## config.mk

```make
export PLATFORM = sky130hd
export DESIGN_NAME = slot_receipt_allocator_top_flat
export DESIGN_NICKNAME = d
export VERILOG_FILES = /design/src/sv/sra_pkg.sv /design/src/sv/sra_if.sv /design/src/sv/sra_ram.sv /design/src/sv/slot_receipt_allocator_top.sv /design/src/flat_wrapper.sv
export SDC_FILE = /design/constraint.sdc
export NUM_CORES = 1
export LEC_CHECK = 0
export ABC_AREA = 1
export BUFFER_PORTS_ARGS = -buffer_cell sky130_fd_sc_hd__buf_2
export CORE_ASPECT_RATIO = 1.75
export CORE_MARGIN = 2
export CORE_UTILIZATION = 64
export CTS_BUF_LIST = sky130_fd_sc_hd__clkbuf_2 sky130_fd_sc_hd__clkbuf_4 sky130_fd_sc_hd__clkbuf_8
export DETAILED_ROUTE_END_ITERATION = 16
export GPL_TIMING_DRIVEN = 0
export PLACE_DENSITY = 0.92
export REMOVE_ABC_BUFFERS = 1
export SYNTH_ARGS = -nofsm -noshare
export SYNTH_HDL_FRONTEND = slang
export SYNTH_SLANG_ARGS = --single-unit
```

## constraint.sdc

```tcl
create_clock -name clk -period 4.1 [get_ports clk]
set_input_delay 0.615 -clock clk [delete_from_list [all_inputs] [get_ports clk]]
set_output_delay 0.615 -clock clk [all_outputs]
set_load 0.01 [all_outputs]
```

## src/sv/sra_pkg.sv

```systemverilog
// ----------------------------------------------------------------------------
// Slot receipt allocator package
// Sizes, action and status codes and the controller state type shared by the
// interfaces and the top level.
// ----------------------------------------------------------------------------
package sra_pkg;

  localparam int SLOTS      = 16;
  localparam int ITEM_WIDTH = 32;
  localparam int SLOT_W     = (SLOTS > 1) ? $clog2(SLOTS) : 1;
  localparam int CNT_W      = $clog2(SLOTS + 1);

  // Field widths of the request and response beats.
  localparam int ACTION_W = 2;
  localparam int INDEX_W  = 4;
  localparam int STATUS_W = 2;

  localparam logic [ACTION_W-1:0] ACT_ADD    = 2'd0;
  localparam logic [ACTION_W-1:0] ACT_REMOVE = 2'd1;
  localparam logic [ACTION_W-1:0] ACT_CLEAR  = 2'd2;
  localparam logic [ACTION_W-1:0] ACT_COUNT  = 2'd3;

  localparam logic [STATUS_W-1:0] ST_OK   = 2'd0;
  localparam logic [STATUS_W-1:0] ST_FULL = 2'd1;
  localparam logic [STATUS_W-1:0] ST_FREE = 2'd2;

  typedef enum logic [4:0] {
    S_IDLE = 5'b00001,
    S_RD   = 5'b00010,
    S_SCAN = 5'b00100,
    S_TAIL = 5'b01000,
    S_DONE = 5'b10000
  } state_t;

endpackage

```

## src/sv/sra_if.sv

```systemverilog
// ----------------------------------------------------------------------------
// Slot receipt allocator channels
// Valid/ready channels for request beats and response beats.
// ----------------------------------------------------------------------------
interface sra_req_if;
  logic                             valid;
  logic                             ready;
  logic [sra_pkg::ACTION_W-1:0]     action;
  logic [sra_pkg::ITEM_WIDTH-1:0]   item_value;
  logic [sra_pkg::INDEX_W-1:0]      slot_index;

  modport source (output valid, output action, output item_value, output slot_index,
                  input ready);
  modport sink   (input valid, input action, input item_value, input slot_index,
                  output ready);
endinterface

interface sra_rsp_if;
  logic                             valid;
  logic                             ready;
  logic [sra_pkg::INDEX_W-1:0]      receipt;
  logic [sra_pkg::ITEM_WIDTH-1:0]   item_out;
  logic [sra_pkg::CNT_W-1:0]        match_count;
  logic                             found;
  logic [sra_pkg::CNT_W-1:0]        occupancy;
  logic [sra_pkg::STATUS_W-1:0]     status;

  modport source (output valid, output receipt, output item_out, output match_count,
                  output found, output occupancy, output status, input ready);
  modport sink   (input valid, input receipt, input item_out, input match_count,
                  input found, input occupancy, input status, output ready);
endinterface

```

## src/sv/sra_ram.sv

```systemverilog
// ----------------------------------------------------------------------------
// Generic RAM
// One write port and one read port; the read data is registered.
// ----------------------------------------------------------------------------
module sra_ram #(
  parameter int WIDTH = 32,
  parameter int DEPTH = 16
) (
  input  logic                             clk,
  input  logic                             we,
  input  logic [$clog2(DEPTH)-1:0]         waddr,
  input  logic [WIDTH-1:0]                 wdata,
  input  logic [$clog2(DEPTH)-1:0]         raddr,
  output logic [WIDTH-1:0]                 rdata
);

  logic [WIDTH-1:0] mem [DEPTH];

  always_ff @(posedge clk) begin
    if (we) begin
      mem[waddr] <= wdata;
    end
    rdata <= mem[raddr];
  end

endmodule

```

## src/sv/slot_receipt_allocator_top.sv

```systemverilog
// ----------------------------------------------------------------------------
// Slot receipt allocator
// Table of slots with valid bits; add, remove by receipt, clear and count.
// ----------------------------------------------------------------------------
// Items live in a single-port-read RAM of SLOTS entries; the valid bits and the
// occupancy are flip-flops that reset clears at once, so the block is ready in
// the first cycle after reset. One request is handled at a time. Add and clear
// go from acceptance through the done state to the response beat, remove also
// passes through a read state because of the registered RAM read, and count
// passes through a scan and a tail state because it reads every slot of the
// RAM in turn, one per cycle, and compares it with the requested item. The
// response sits in an output register, so a new request can be accepted while
// the last response still waits to be taken. Removing a slot that was never
// written returns whatever the RAM holds there.
module slot_receipt_allocator_top (
  input  logic           clk,
  input  logic           rst,
  sra_req_if.sink        req,
  sra_rsp_if.source      rsp
);

  sra_pkg::state_t state;

  logic [sra_pkg::SLOTS-1:0]      slot_valid;
  logic [sra_pkg::CNT_W-1:0]      valid_count;

  logic [sra_pkg::SLOT_W-1:0]     scan_idx;
  logic [sra_pkg::SLOT_W-1:0]     cmp_idx;
  logic                           cmp_valid;
  logic [sra_pkg::ITEM_WIDTH-1:0] value_q;
  logic [sra_pkg::CNT_W-1:0]      match_cnt;

  logic [sra_pkg::INDEX_W-1:0]    pend_receipt;
  logic [sra_pkg::ITEM_WIDTH-1:0] pend_item;
  logic [sra_pkg::STATUS_W-1:0]   pend_status;
  logic                           pend_in_range;
  logic                           pend_count;

  logic                           rsp_valid;
  logic [sra_pkg::INDEX_W-1:0]    out_receipt;
  logic [sra_pkg::ITEM_WIDTH-1:0] out_item;
  logic [sra_pkg::CNT_W-1:0]      out_match;
  logic                           out_found;
  logic [sra_pkg::CNT_W-1:0]      out_occupancy;
  logic [sra_pkg::STATUS_W-1:0]   out_status;

  logic                           accept;
  logic                           free_found;
  logic [sra_pkg::SLOT_W-1:0]     free_idx;
  logic                           idx_in_range;
  logic [sra_pkg::SLOT_W-1:0]     req_slot;
  logic                           ram_we;
  logic [sra_pkg::SLOT_W-1:0]     ram_raddr;
  logic [sra_pkg::ITEM_WIDTH-1:0] ram_rdata;
  logic                           hit;
  logic                           rsp_free;

  assign req.ready = (state == sra_pkg::S_IDLE);
  assign accept    = req.valid && req.ready;
  assign req_slot  = req.slot_index[sra_pkg::SLOT_W-1:0];
  assign idx_in_range = (int'(req.slot_index) < sra_pkg::SLOTS);

  // Lowest free slot: scanning downwards leaves the lowest one standing.
  always_comb begin
    free_found = 1'b0;
    free_idx   = '0;
    for (int i = sra_pkg::SLOTS - 1; i >= 0; i--) begin
      if (!slot_valid[i]) begin
        free_found = 1'b1;
        free_idx   = sra_pkg::SLOT_W'(i);
      end
    end
  end

  assign ram_we    = accept && (req.action == sra_pkg::ACT_ADD) && free_found;
  assign ram_raddr = (state == sra_pkg::S_SCAN) ? scan_idx : req_slot;

  sra_ram #(
    .WIDTH (sra_pkg::ITEM_WIDTH),
    .DEPTH (sra_pkg::SLOTS)
  ) u_items (
    .clk   (clk),
    .we    (ram_we),
    .waddr (free_idx),
    .wdata (req.item_value),
    .raddr (ram_raddr),
    .rdata (ram_rdata)
  );

  // Valid bits do not change during a scan, so the delayed index is safe.
  assign hit      = cmp_valid && slot_valid[cmp_idx] && (ram_rdata == value_q);
  assign rsp_free = !rsp_valid || rsp.ready;

  always_ff @(posedge clk) begin
    if (rst) begin
      state       <= sra_pkg::S_IDLE;
      slot_valid  <= '0;
      valid_count <= '0;
      rsp_valid   <= 1'b0;
      cmp_valid   <= 1'b0;
    end else begin
      if (rsp_valid && rsp.ready) begin
        rsp_valid <= 1'b0;
      end
      case (state)
        sra_pkg::S_IDLE: begin
          if (accept) begin
            pend_receipt  <= '0;
            pend_item     <= '0;
            pend_status   <= sra_pkg::ST_OK;
            pend_count    <= 1'b0;
            match_cnt     <= '0;
            pend_in_range <= idx_in_range;
            value_q       <= req.item_value;
            state         <= sra_pkg::S_DONE;
            case (req.action)
              sra_pkg::ACT_ADD: begin
                if (free_found) begin
                  slot_valid[free_idx] <= 1'b1;
                  valid_count          <= valid_count + 1'b1;
                  pend_receipt         <= sra_pkg::INDEX_W'(free_idx);
                end else begin
                  pend_status <= sra_pkg::ST_FULL;
                end
              end
              sra_pkg::ACT_REMOVE: begin
                pend_receipt <= req.slot_index;
                if (idx_in_range && slot_valid[req_slot]) begin
                  slot_valid[req_slot] <= 1'b0;
                  valid_count          <= valid_count - 1'b1;
                end else begin
                  pend_status <= sra_pkg::ST_FREE;
                end
                state <= sra_pkg::S_RD;
              end
              sra_pkg::ACT_CLEAR: begin
                slot_valid  <= '0;
                valid_count <= '0;
              end
              sra_pkg::ACT_COUNT: begin
                pend_count <= 1'b1;
                scan_idx   <= '0;
                cmp_valid  <= 1'b0;
                state      <= sra_pkg::S_SCAN;
              end
              default: begin
                state <= sra_pkg::S_DONE;
              end
            endcase
          end
        end
        sra_pkg::S_RD: begin
          pend_item <= pend_in_range ? ram_rdata : '0;
          state     <= sra_pkg::S_DONE;
        end
        sra_pkg::S_SCAN: begin
          if (hit) begin
            match_cnt <= match_cnt + 1'b1;
          end
          cmp_valid <= 1'b1;
          cmp_idx   <= scan_idx;
          scan_idx  <= scan_idx + 1'b1;
          if (int'(scan_idx) == sra_pkg::SLOTS - 1) begin
            state <= sra_pkg::S_TAIL;
          end
        end
        sra_pkg::S_TAIL: begin
          if (hit) begin
            match_cnt <= match_cnt + 1'b1;
          end
          cmp_valid <= 1'b0;
          state     <= sra_pkg::S_DONE;
        end
        sra_pkg::S_DONE: begin
          if (rsp_free) begin
            rsp_valid <= 1'b1;
            state     <= sra_pkg::S_IDLE;
          end
        end
        default: begin
          state <= sra_pkg::S_IDLE;
        end
      endcase
    end
  end

  // Response payload, loaded as the beat is handed over.
  always_ff @(posedge clk) begin
    if ((state == sra_pkg::S_DONE) && rsp_free) begin
      out_receipt   <= pend_receipt;
      out_item      <= pend_item;
      out_match     <= pend_count ? match_cnt : '0;
      out_found     <= pend_count && (match_cnt != '0);
      out_occupancy <= valid_count;
      out_status    <= pend_status;
    end
  end

  assign rsp.valid       = rsp_valid;
  assign rsp.receipt     = out_receipt;
  assign rsp.item_out    = out_item;
  assign rsp.match_count = out_match;
  assign rsp.found       = out_found;
  assign rsp.occupancy   = out_occupancy;
  assign rsp.status      = out_status;

  a_occupancy_matches_bits: assert property (@(posedge clk) disable iff (rst)
    int'(valid_count) == $countones(slot_valid))
    else $error("occupancy differs from the number of valid slots");

  a_rsp_from_done: assert property (@(posedge clk) disable iff (rst)
    $rose(rsp_valid) |-> $past(state == sra_pkg::S_DONE))
    else $error("response raised outside the completion state");

  a_tail_last_slot: assert property (@(posedge clk) disable iff (rst)
    (state == sra_pkg::S_TAIL) |->
      (cmp_valid && (int'(cmp_idx) == sra_pkg::SLOTS - 1)))
    else $error("scan ended before the last slot was compared");

  a_full_means_all_valid: assert property (@(posedge clk) disable iff (rst)
    (rsp_valid && (out_status == sra_pkg::ST_FULL)) |->
      (int'(out_occupancy) == sra_pkg::SLOTS))
    else $error("full reported while a slot was free");

  a_write_only_to_free: assert property (@(posedge clk) disable iff (rst)
    ram_we |-> !slot_valid[free_idx])
    else $error("add wrote into an occupied slot");

endmodule
```

## src/flat_wrapper.sv

```systemverilog
// flat-port wrapper written by rule: the top's interface ports become plain ports
module slot_receipt_allocator_top_flat 
  (clk, rst, req_valid, req_action, req_item_value, req_slot_index, req_ready, rsp_valid, rsp_receipt, rsp_item_out, rsp_match_count, rsp_found, rsp_occupancy, rsp_status, rsp_ready);
  sra_req_if req_i ();
  sra_rsp_if rsp_i ();
  input  logic clk;
  input  logic rst;
  input wire logic [$bits(req_i.valid)-1:0] req_valid;
  input wire logic [$bits(req_i.action)-1:0] req_action;
  input wire logic [$bits(req_i.item_value)-1:0] req_item_value;
  input wire logic [$bits(req_i.slot_index)-1:0] req_slot_index;
  output wire logic [$bits(req_i.ready)-1:0] req_ready;
  output wire logic [$bits(rsp_i.valid)-1:0] rsp_valid;
  output wire logic [$bits(rsp_i.receipt)-1:0] rsp_receipt;
  output wire logic [$bits(rsp_i.item_out)-1:0] rsp_item_out;
  output wire logic [$bits(rsp_i.match_count)-1:0] rsp_match_count;
  output wire logic [$bits(rsp_i.found)-1:0] rsp_found;
  output wire logic [$bits(rsp_i.occupancy)-1:0] rsp_occupancy;
  output wire logic [$bits(rsp_i.status)-1:0] rsp_status;
  input wire logic [$bits(rsp_i.ready)-1:0] rsp_ready;
  assign req_i.valid = req_valid;
  assign req_i.action = req_action;
  assign req_i.item_value = req_item_value;
  assign req_i.slot_index = req_slot_index;
  assign req_ready = req_i.ready;
  assign rsp_valid = rsp_i.valid;
  assign rsp_receipt = rsp_i.receipt;
  assign rsp_item_out = rsp_i.item_out;
  assign rsp_match_count = rsp_i.match_count;
  assign rsp_found = rsp_i.found;
  assign rsp_occupancy = rsp_i.occupancy;
  assign rsp_status = rsp_i.status;
  assign rsp_i.ready = rsp_ready;
  slot_receipt_allocator_top u_core (.clk(clk), .rst(rst), .req(req_i), .rsp(rsp_i));
endmodule
```

* Yosys cells after proc, flatten, opt, wreduce, memory -nomap -nowiden
Memory sizes are Yosys's and may differ from the RTL's. A register that Yosys moved wholly into a read port is not among the register bits.
Index checks and enable logic that the tools add are counted.
** Cells by class
- Muxes and demuxes :: 74
- Bitwise gates (word level) :: 4
- Magnitude comparators :: 5
- Eq/ne operators :: 17
- Reductions and logical operators :: 29
- Add/sub/neg operators :: 4
** Operators with widths (count)
- two-way mux 4 bit :: 20
- case mux 32 bit (2 select lines) :: 1
- case mux 16 bit (3 select lines) :: 1
- two-way mux 5 bit :: 7
- == test 32 bit :: 1
- two-way mux 16 bit :: 2
- two-way mux 32 bit :: 1
- two-way mux 1 bit :: 29
- case mux 5 bit (2 select lines) :: 2
- case mux 5 bit (4 select lines) :: 1
- bitwise AND 16 bit :: 1
- NOT 16 bit :: 1
- OR 16 bit :: 1
- case mux 4 bit (2 select lines) :: 2
- < comparator 4 x 5 -> 1 bit (second input constant) :: 3
- case mux 5 bit (3 select lines) :: 1
- AND reduction 3 bit :: 4
- adder 5 x 1 -> 5 bit (second input constant) :: 2
- logical AND 1 bit :: 10
- binary-select mux 1 bit (select 4 bit) :: 2
- demux 1 bit (select 4 bit) :: 2
- >= comparator 4 x 1 -> 1 bit (second input constant) :: 2
- != test 2 x 1 -> 1 bit (second input constant) :: 4
- AND reduction 4 bit :: 2
- 24 further kinds :: 31
** Storage, ports and cells
- Bits in registers :: 161
- Input port bits :: 42
- Word-level logic and storage cells :: 153
- Memories :: 1
- Output and inout bits :: 51
- Memory bits (writable) :: 512
** Memory list
- u_core.u_items.mem :: depth 16, bits a word 32, rd ports 1, clocked after Yosys merged registers in 1, write ports 1, line sra_ram.sv:17 : logic [WIDTH-1:0] mem [DEPTH];

* Longest topological paths before layout
- Depth in word-level cells :: 23
- Depth in mapped cells :: 20
- Mapped depth without buffers :: 20

* By module
Synthesis repeated with hierarchy kept, for this count alone.
** Unflattened totals
- Cell total of the unflattened synthesis :: 2795
- Area total of the unflattened synthesis :: 29940.0 um2
** Modules (own cells, without submodules)
- sra_ram :: area an instance 22730.6 um2, instances 1, cells each 2120
- slot_receipt_allocator_top :: area an instance 7209.4 um2, instances 1, cells each 675

* Worst setup path before layout
No wires, ideal clock.
- Path kind :: register to register
- From :: register u_core.state[3]
- To :: memory u_core.u_items.mem[5][0], enable pin
- Buffers on the path :: 1
- Period minus slack after synthesis :: 3.363 ns
- Stages on the path, launching flop included :: 9
- Setup slack :: 0.737 ns
- Required time :: 3.679 ns
- Arrival time :: 2.942 ns
- Path through :: dfxtp_1 -> nor2_1 -> inv_1 -> nor4_2 -> nand2_1 -> inv_1 -> o211ai_1 -> clkbuf_1 -> nor2_1
** On the way
- Word-level cells in the longest chain between the ends :: 6
** Ends and longest elaborated chain
- start, declared :: line slot_receipt_allocator_top.sv:22 : sra_pkg::state_t state;
- start signal, assigned :: line slot_receipt_allocator_top.sv:96 : state <= sra_pkg::S_IDLE;
- start signal, assigned :: line slot_receipt_allocator_top.sv:115 : state <= sra_pkg::S_DONE;
- start signal, assigned :: line slot_receipt_allocator_top.sv:134 : state <= sra_pkg::S_RD;
- == test 5 x 1 -> 1 bit :: line slot_receipt_allocator_top.sv:58 : assign req.ready = (state == sra_pkg::S_IDLE);
- named net req_ready :: line flat_wrapper.sv:12 : output wire logic [$bits(req_i.ready)-1:0] req_ready;
- logical AND 1 bit :: line slot_receipt_allocator_top.sv:59 : assign accept = req.valid && req.ready;
- logical AND 1 bit (2 in series) :: line slot_receipt_allocator_top.sv:75 : assign ram_we = accept && (req.action == sra_pkg::ACT_ADD) && free_found;
- two-way mux 1 bit :: line sra_ram.sv:20 : if (we) begin
- two-way mux 1 bit (not written as such) :: line sra_ram.sv:21 : mem[waddr] <= wdata;
- end, declared :: line sra_ram.sv:17
The timed path passes the listed nets, and every way through them passes these cells.

* Final worst setup path
- From :: register u_core.state[1]
- To :: register u_core.u_items.rdata[23] (read register of u_core.u_items.mem)
** On the way
- Word-level cells in the longest chain between the ends :: 2
** Ends and longest elaborated chain
- == test 5 x 3 -> 1 bit :: line slot_receipt_allocator_top.sv:76 : assign ram_raddr = (state == sra_pkg::S_SCAN) ? scan_idx : req_slot;
- two-way mux 4 bit :: line slot_receipt_allocator_top.sv:76
- end, declared :: line sra_ram.sv:14 : output logic [WIDTH-1:0] rdata
Every way passes these cells.
A chain may end at the register's enable or synchronous reset.

==> results.cfg <==
[run_status]
status = completed

[cts]
post_cts_resized = 0
clk_latency_ns = 0.68
cts_hold_buf = 0
cts_max_path_buffers = 3
post-cts-setup-buffer-count = 0
htreeDepth = 3
cts_root_buf = clkbuf_8
cts_num_sinks = 705
numCtsBuffers = 88
clkTransAtPathRegs_ns = 0.09
cts_tree = done

[sta]
max-slew-margin-rel_pct = 24.0
skew_ns = 0.0388
fin_crit_ns = 3.94
report.final.hold_viol_count = 0
grt_setup_unrepaired = no
drv_slew = 0
post-route-period-util_pct = 96.1
max_freq_ghz = 0.254
setup_tns_ns = 0
setup_viol = 0
tightest_slew_ns = 1.14

[route]
drc = 0
avgRoutedWirePerCell_um = 25.6
postRouteAntennaNets = 0
viasPerCell = 6.63
vias = 19695
firstDrtPassIters = 7
wl_um = 76200
drt_iter0_drc = 3510

[power_and_ir_drop]
p_leak_uw = 0.0109
power_uw = 14500
p_per_area_nw_per_um2 = 459
ir_worst_vdd_v = 0.000342

[worst_setup_path]
cp_max_fo = 125
crit_arrival_ns = 4.52
critical_path.cell_chain = nor2_1 > inv_2 > nor4_4 > inv_2 > or2_1 > o21ai_4 > buf_12 > inv_8 > buf_16 > nor2_1 > nor2_1 > o21ai_0 > o211ai_1 > nand3_1 > nand2_1
worstSetupStartpointType = register
critPathKind = register to register
slowest_delay_ns = 0.46
cp.required_ns = 4.68
critPathCaptureType = register
slowest_stage = nor4_4
path_common_cell = nor2_1

[floorplanning]
die_x_um = 162
pin_count = 93
fp.dieH_um = 280
initial_utilization_pct = 64.4
fp.coreArea_um2 = 43200
rows = 101
dieArea_um2 = 45300

[layout]
syn2layout_area_growth_pct = 13.1
final_layout_size_suffix_gt1_share_pct = 13.0
final_cell_mix = 645 x edfxtp_1, 381 x nor2_1, 341 x o21ai_0
layout_commonest_cell = edfxtp_1
layout.nets = 2384
n_fill_cell = 2356

[global_routing]
antenna_found_initial = 5
grt_pass1_wl_um = 113000
overflow = 0
grt_max_degree = 126
track_usage_pct = 33.7
grt_pass1_vias = 19541

[logic_synthesis]
ys_seq_area_share_pct = 73.9
yosysWarnings = 0
synthArstFlopShare_pct = 0
synthCells = 2222
synth_cell_types = 43
synth_edf_count = 645
syn_area_um2 = 27900
synth_seq_cells = 705
synth_ff_type = edfxtp_1
syn_area_per_cell_um2 = 12.5

[placed_design]
dpl.hpwl_um = 43800
io_buffers = 92
place_congestion = 0.913

[hold_path]
min_path_type = primary input to register

[run]
maxCapViolCount = 0
==> critical path, delay by kind of cell (launching register included) <==
kind	cells	cell delay [ns]
AO/OA/AOI/OAI	3	0.62
buffers and inverters	5	1.17
flip-flops	1	0.35
AND/OR/NAND/NOR	7	1.53
==> cell usage after synthesis (6+ instances only) <==
| library cell | number | area share (%) |
|---|---|---|
| edfxtp_1 | 645 | 70 |
| nor2_1 | 400 | 5.4 |
| o21ai_0 | 342 | 6.1 |
| inv_1 | 174 | 2.3 |
| o211ai_1 | 132 | 3.6 |
| nand2_1 | 103 | 1.4 |
| clkbuf_1 | 79 | 1.1 |
| a21oi_1 | 71 | 1.3 |
| dfxtp_1 | 60 | 4.3 |
| nand3_1 | 60 | 1.1 |
| buf_2 | 37 | 0.66 |
| nand4_1 | 15 | 0.34 |
| nor3_1 | 15 | 0.27 |
| o22ai_1 | 12 | 0.27 |
| ha_1 | 11 | 0.49 |
| xor2_1 | 7 | 0.22 |
| or2_2 | 6 | 0.13 |
==> worst paths after layout <==
path	startpoint	end	slack, ns	cells past startpoint
worst max-delay path	u_core.state[1]	u_core.u_items.rdata[23]	0.16	15
worst min-delay path	rst	u_core.valid_count[1]	0.29	2
worst max register to register	u_core.state[1]	u_core.u_items.rdata[23]	0.16	15
worst min register to register	u_core.pend_item[5]	u_core.rsp.item_out[5]	0.41	0
==> flip-flops by register name (all words and copies together), names as in the netlist, 4 cells and up <==
signal	flops
u_core.rsp.occupancy	5
u_core.pend_receipt	4
u_core.rsp.match_count	5
u_core.match_cnt	5
u_core.rsp.receipt	4
u_core.state	5
u_core.cmp_idx	4
u_core.value_q	32
u_core.valid_count	5
u_core.u_items.rdata	32
u_core.rsp.item_out	32
u_core.pend_item	32
u_core.u_items.mem	512
u_core.scan_idx	4
u_core.slot_valid	16
==> power breakdown <==
part           switching (uW)  total, uW  internal (uW)
clock network            2560       5260           2700
logic                     799       1120            318
registers                83.8       8090           8010
==> per-stage QoR <==
stage / setup WS [ns] / hold WS (ns) / util [%] / cell area, um^2 / std cells
final: 0.160 / 0.286 / 72.9 / 31500 / 2972
after detailed placement: 0.214 / 0.406 / 68.7 / 29700 / 2806
after global placement: -17.23 / 0.403 / 66.0 / 28500 / 2762
after floorplan: -9.28 / 0.400 / - / 27400 / 2104
after global routing: 0.0832 / 0.297 / 72.9 / 31500 / 2970
after CTS: 0.352 / 0.245 / 72.9 / 31500 / 2967
==> cell type report <==
| cell class | instances | area, um^2 | share of cell area [%] |
|---|---|---|---|
| diodes | 5 | 12.5 | 0.0397 |
| clock buffers | 121 | 1500 | 4.77 |
| multi-input cells | 1220 | 6300 | 20.0 |
| well taps | 566 | 708 | 2.25 |
| inverters | 179 | 682 | 2.16 |
| flip-flops and latches | 705 | 20600 | 65.3 |
| repair buffers | 136 | 1410 | 4.49 |
| clock inverters | 40 | 313 | 0.993 |
==> kinds of logic (layout without fill, tap and decap cells) <==
logic type,Yosys count,count (layout),share of synthesized area (%)
other,0,5,0
and+or+nand+nor,609,609,8.91
xor gates and xnor gates,12,12,0.377
adders and majority gates,12,12,0.566
buffers and inverters,297,476,4.18
AOI/OAI and AO/OA,587,587,12.1
DFF,705,705,73.9
==> per-layer routing <==
layer | GRT usage (%) | share of wire (%)
met5 | 0 | 0.032
met4 | 25.1 | 8.3
met3 | 8.34 | 12
met2 | 54.6 | 49
met1 | 38.9 | 31
Note: power is estimated with default switching activity, not from simulation.
